File: config.mk
export PLATFORM = sky130hd
export DESIGN_NAME = ssis_ctrl
export DESIGN_NICKNAME = d
export VERILOG_FILES = /design/src/rtl/ssis_pkg.sv /design/src/rtl/ssis_ctrl.sv
export SDC_FILE = /design/constraint.sdc
export NUM_CORES = 1
export LEC_CHECK = 0
export BUFFER_PORTS_ARGS = -buffer_cell sky130_fd_sc_hd__buf_2
export CAP_MARGIN = 30
export CORE_AREA = 5 5 42 44
export CTS_CLUSTER_SIZE = 28
export DETAILED_ROUTE_END_ITERATION = 7
export DIE_AREA = 0 0 47 49
export GPL_TIMING_DRIVEN = 0
export PLACE_DENSITY = 0.41
export RECOVER_POWER = 50
export SYNTH_ARGS = -nofsm -noshare
export SYNTH_HDL_FRONTEND = slang
export SYNTH_SLANG_ARGS = --single-unit
File: constraint.sdc
create_clock -name clk -period 1.35 [get_ports clk]
set_input_delay 0 -clock clk [delete_from_list [all_inputs] [get_ports clk]]
set_output_delay 0 -clock clk [all_outputs]
set_load 0.03 [all_outputs]
File: src/rtl/ssis_pkg.sv
// ----------------------------------------------------------------------------
// ssis_pkg
// Shared types and constants for the sorted set with insert and search.
// ----------------------------------------------------------------------------
package ssis_pkg;

    localparam int CAPACITY_DEF = 256;

    // request codes
    localparam logic OP_INSERT = 1'b0;
    localparam logic OP_SEARCH = 1'b1;

    typedef enum logic [2:0] {
        ST_INSERTED  = 3'd0,
        ST_DUPLICATE = 3'd1,
        ST_PRESENT   = 3'd2,
        ST_ABSENT    = 3'd3,
        ST_FULL      = 3'd4
    } status_code_t;

    typedef enum logic [2:0] {
        S_IDLE,
        S_LOOP,
        S_CMP,
        S_SHIFT,
        S_SHWR,
        S_DONE
    } state_t;

    // controller to datapath
    typedef struct packed {
        logic load;      // capture request, start search window
        logic mid_rd;    // read the probe slot
        logic srch_cmp;  // narrow the window with the probe data
        logic shift_rd;  // read the slot below the shift index
        logic shift_wr;  // move that key up one slot
        logic ins_wr;    // store the new key, bump the count
        logic out_load;  // latch the result into the output register
    } ctrl_cmd_t;

    // datapath to controller
    typedef struct packed {
        logic srch_more;  // search window not empty
        logic do_insert;  // insert of a new key with room left
        logic shift_more; // larger keys still to move
        logic out_busy;   // output register holds an untaken result
    } ctrl_stat_t;

endpackage

File: src/rtl/ssis_ctrl.sv
// ----------------------------------------------------------------------------
// ssis_ctrl
// Sequencer: binary search probes, shift of larger keys, result hand-off.
// ----------------------------------------------------------------------------
module ssis_ctrl import ssis_pkg::*; (
    input  logic       clk,
    input  logic       rst_n,
    input  logic       in_valid,
    output logic       in_ready,
    input  ctrl_stat_t st,
    output ctrl_cmd_t  cmd
);

    state_t state_reg;
    state_t state_next;

    always_ff @(posedge clk or negedge rst_n)
    begin
        if (!rst_n)
        begin
            state_reg <= S_IDLE;
        end
        else
        begin
            state_reg <= state_next;
        end
    end

    always_comb
    begin
        state_next = state_reg;
        unique case (state_reg)
            S_IDLE:
            begin
                if (in_valid)
                begin
                    state_next = S_LOOP;
                end
            end
            S_LOOP:
            begin
                priority if (st.srch_more)
                begin
                    state_next = S_CMP;
                end
                else if (st.do_insert)
                begin
                    state_next = S_SHIFT;
                end
                else
                begin
                    state_next = S_DONE;
                end
            end
            S_CMP:
            begin
                state_next = S_LOOP;
            end
            S_SHIFT:
            begin
                if (st.shift_more)
                begin
                    state_next = S_SHWR;
                end
                else
                begin
                    state_next = S_DONE;
                end
            end
            S_SHWR:
            begin
                state_next = S_SHIFT;
            end
            S_DONE:
            begin
                if (!st.out_busy)
                begin
                    state_next = S_IDLE;
                end
            end
            default:
            begin
                state_next = S_IDLE;
            end
        endcase
    end

    always_comb
    begin
        cmd      = '0;
        in_ready = 1'b0;
        unique case (state_reg)
            S_IDLE:
            begin
                in_ready = 1'b1;
                cmd.load = in_valid;
            end
            S_LOOP:
            begin
                cmd.mid_rd = st.srch_more;
            end
            S_CMP:
            begin
                cmd.srch_cmp = 1'b1;
            end
            S_SHIFT:
            begin
                cmd.shift_rd = st.shift_more;
                cmd.ins_wr   = !st.shift_more;
            end
            S_SHWR:
            begin
                cmd.shift_wr = 1'b1;
            end
            S_DONE:
            begin
                cmd.out_load = !st.out_busy;
            end
            default:
            begin
                cmd = '0;
            end
        endcase
    end

endmodule

==> impl_metrics.toml <==
[drt]
drt-pass1-iter-count = 1
num_vias = 261
route.detailed.drc = 0
wl_um = 677
avgRoutedWirePerCell_um = 10.9
vias_per_cell = 4.21
ant_nets = 0
drtIter0Drc = 0

[critical_path]
critPathMaxStageDelay_ns = 0.40
cp_max_fo = 10
critPathMostFrequentCell = "buf_4"
worstPathRequired_ns = 1.35
worstPathBufferInverterCount = 2
cp-end-kind = "output pin"
cp_slowest_cell = "dfrtp_1"
cp_data_arrival_time_ns = 1.30
cp_top_family = "flip-flops"
crit_chain = "buf_4, nor4bb_2, buf_4"
critPathKind = "reg2out"
startpoint_type = "register"

[sta]
clock-skew-final_ns = 0.00235
worstMarginPinSlew_ns = 0.234
maxSlewHeadroom_pct = 84.2
setup_viol = 0
finalCritPeriodShare_pct = 96.1
finalMaxSlewViolations = 0
rsz0062_at_grt = "true"
fmax_mhz = 771
final_hold_viol_count = 0
layout_min_cycle_time_ns = 1.30

[final_layout]
fin_cells = 62
num_antenna_cells = 0
regArea_um2 = 75.1
nFillCells = 165
drive_above_1_share_pct = 52.2
nNetsFinal = 54
fin_area_um2 = 399
largest_register_ffs = 3
multi_input_area_um2 = 156
area_growth_pct = 63.6

[placement]
dp_cells = 56
gp_congestion = 0.653
dp_hpwl_um = 502
place_area_um2 = 334
io_buffers = 14

[floorplanning]
pin_count = 15
coreArea_um2 = 1400
die_w_um = 47
fp.dieArea_um2 = 2300
start_util_pct = 17.4
core.rowCount = 14
die_h_um = 49

[synth]
synth_seq_cells = 3
yosysSeqAreaShare_pct = 30.8
synth.yosys.warnings = 0
synth_area_um2 = 244
synthesis.nets = 33
syn_avg_cell_area_um2 = 9.38
synthCells = 26
yosys.cell_types.count = 16

[worst_hold_path]
hp-class = "in2async"

[global_routing]
grt_max_degree = 11
track_usage_pct = 6.21
grt_pass1_vias = 233
grt-ovfl-total = 0
antenna_found_initial = 0
grt_first_pass_wirelength_um = 1040

[power]
powerDensity_nw_per_um2 = 2370
peakVddDrop_v = 0.000825
p_leak_uw = 0.000202
power.total_uw = 945

[cts]
cts_tree = "yes"
clock-sinks = 3
cts_buffer_depth = 2
htree_num_levels = 1
clk_latency_ns = 0.23
cts_root_buffer = "clkbuf_4"
cts_buffers = 3
clk_pin_slew_ns = 0.04

[outcome]
status = "completed"

[run]
cap_viol_max_count = 0
[worst reg2reg max path, cell delays in order, from the launching register on]
cell      delay (ns)
dfrtp_1         0.40
buf_4           0.15
mux2_4          0.29
a211oi_2        0.24
a21o_1          0.11
[synth_stat cells (all sizes together)]
library cell | n | share of area (%)
buf | 3 | 6.2
dfrtp | 3 | 31
nor4bb | 3 | 12
mux2 | 2 | 11
nor2 | 2 | 3.1
nor3 | 2 | 4.1
nor3b | 2 | 6.2
o21ai | 2 | 4.1
a211oi | 1 | 5.1
a21o | 1 | 3.1
a21oi | 1 | 2.0
and2 | 1 | 2.6
and4b | 1 | 4.1
inv | 1 | 1.5
o311a | 1 | 4.1
[per-stage QoR]
stage          worst slack (ns)  hold slack, ns  utilization, %  TNS [ns]
6_report                 0.0533           0.108            28.5         0
5_1_grt                 -0.0290           0.127            28.5   -0.0298
4_1_cts                0.000193          0.0847            26.6         0
3_5_place_dp              0.229          -0.200            23.8         0
3_3_place_gp              0.248          -0.201            23.8         0
2_1_floorplan            -0.209          -0.296               -    -0.793
[logic make-up after synthesis]
logic type / synth area share (%)
buf+inv: 7.69
mux: 10.8
flops: 30.8
simple gates: 32.3
compound gates: 18.5
[final cells by class]
cell class	count	share of cell area, %
Multi-Input combinational cell	19	39.2
Timing Repair Buffer	16	23.5
Sequential cell	3	18.8
Clock buffer	4	6.58
Buffer	3	5.96
Tap cell	16	5.02
Inverter	1	0.940
[path summary, 6_finish.rpt]
path                                            endpoint  slack [ns]  cells past startpoint                     start
worst max-delay path                              cmd[0]        0.05                      3  state_reg[1]$_DFFE_PN0P_
worst min-delay path            state_reg[1]$_DFFE_PN0P_        0.11                      2                     rst_n
worst max register to register  state_reg[0]$_DFFE_PN0P_        0.10                      4  state_reg[1]$_DFFE_PN0P_
worst min register to register  state_reg[1]$_DFFE_PN0P_        0.59                      2  state_reg[2]$_DFFE_PN0P_
max in group asynchronous       state_reg[2]$_DFFE_PN0P_        1.09                      2                     rst_n
min in group clk                state_reg[2]$_DFFE_PN0P_        0.15                      3                     st[2]
[layer usage]
metal / vias up / GRT usage, % / wire length [µm]
met4: 0 / 0 / 0
met5: - / 0 / 0
met2: 9 / 7.92 / 295
met3: 0 / 4.43 / 59
li1: 136 / - / -
met1: 116 / 9.07 / 322
[cell usage in the layout (no fill, tap or decap)]
cell	netlist	routed
a211oi_2	1	1
a21o_1	1	1
a21oi_1	1	1
and2_1	1	1
and4b_1	1	1
buf_2	3	11
buf_4	0	5
buf_6	0	1
clkbuf_1	0	2
clkbuf_4	0	3
dfrtp_1	3	3
dlygate4sd3_1	0	1
inv_1	1	1
mux2_2	1	1
mux2_4	1	1
nor2_1	2	2
nor3_1	2	2
nor3b_1	2	2
nor4bb_1	3	2
nor4bb_2	0	1
o21ai_0	2	2
o311a_1	1	1
[where the power goes]
group          total [µW]  switching, µW  internal (µW)
Sequential            174           41.3            133
Clock                 155           44.1            111
Combinational         616            339            277
[timing repair]
action	4_1_cts	5_1_grt
setup buffers	0	1
resized for setup	1	8
hold buffers	1	0
pin swaps	0	1
endpoints found under the hold margin	3	0
endpoints found under the setup margin	1	3
Note: power is estimated with default switching activity, not from simulation.
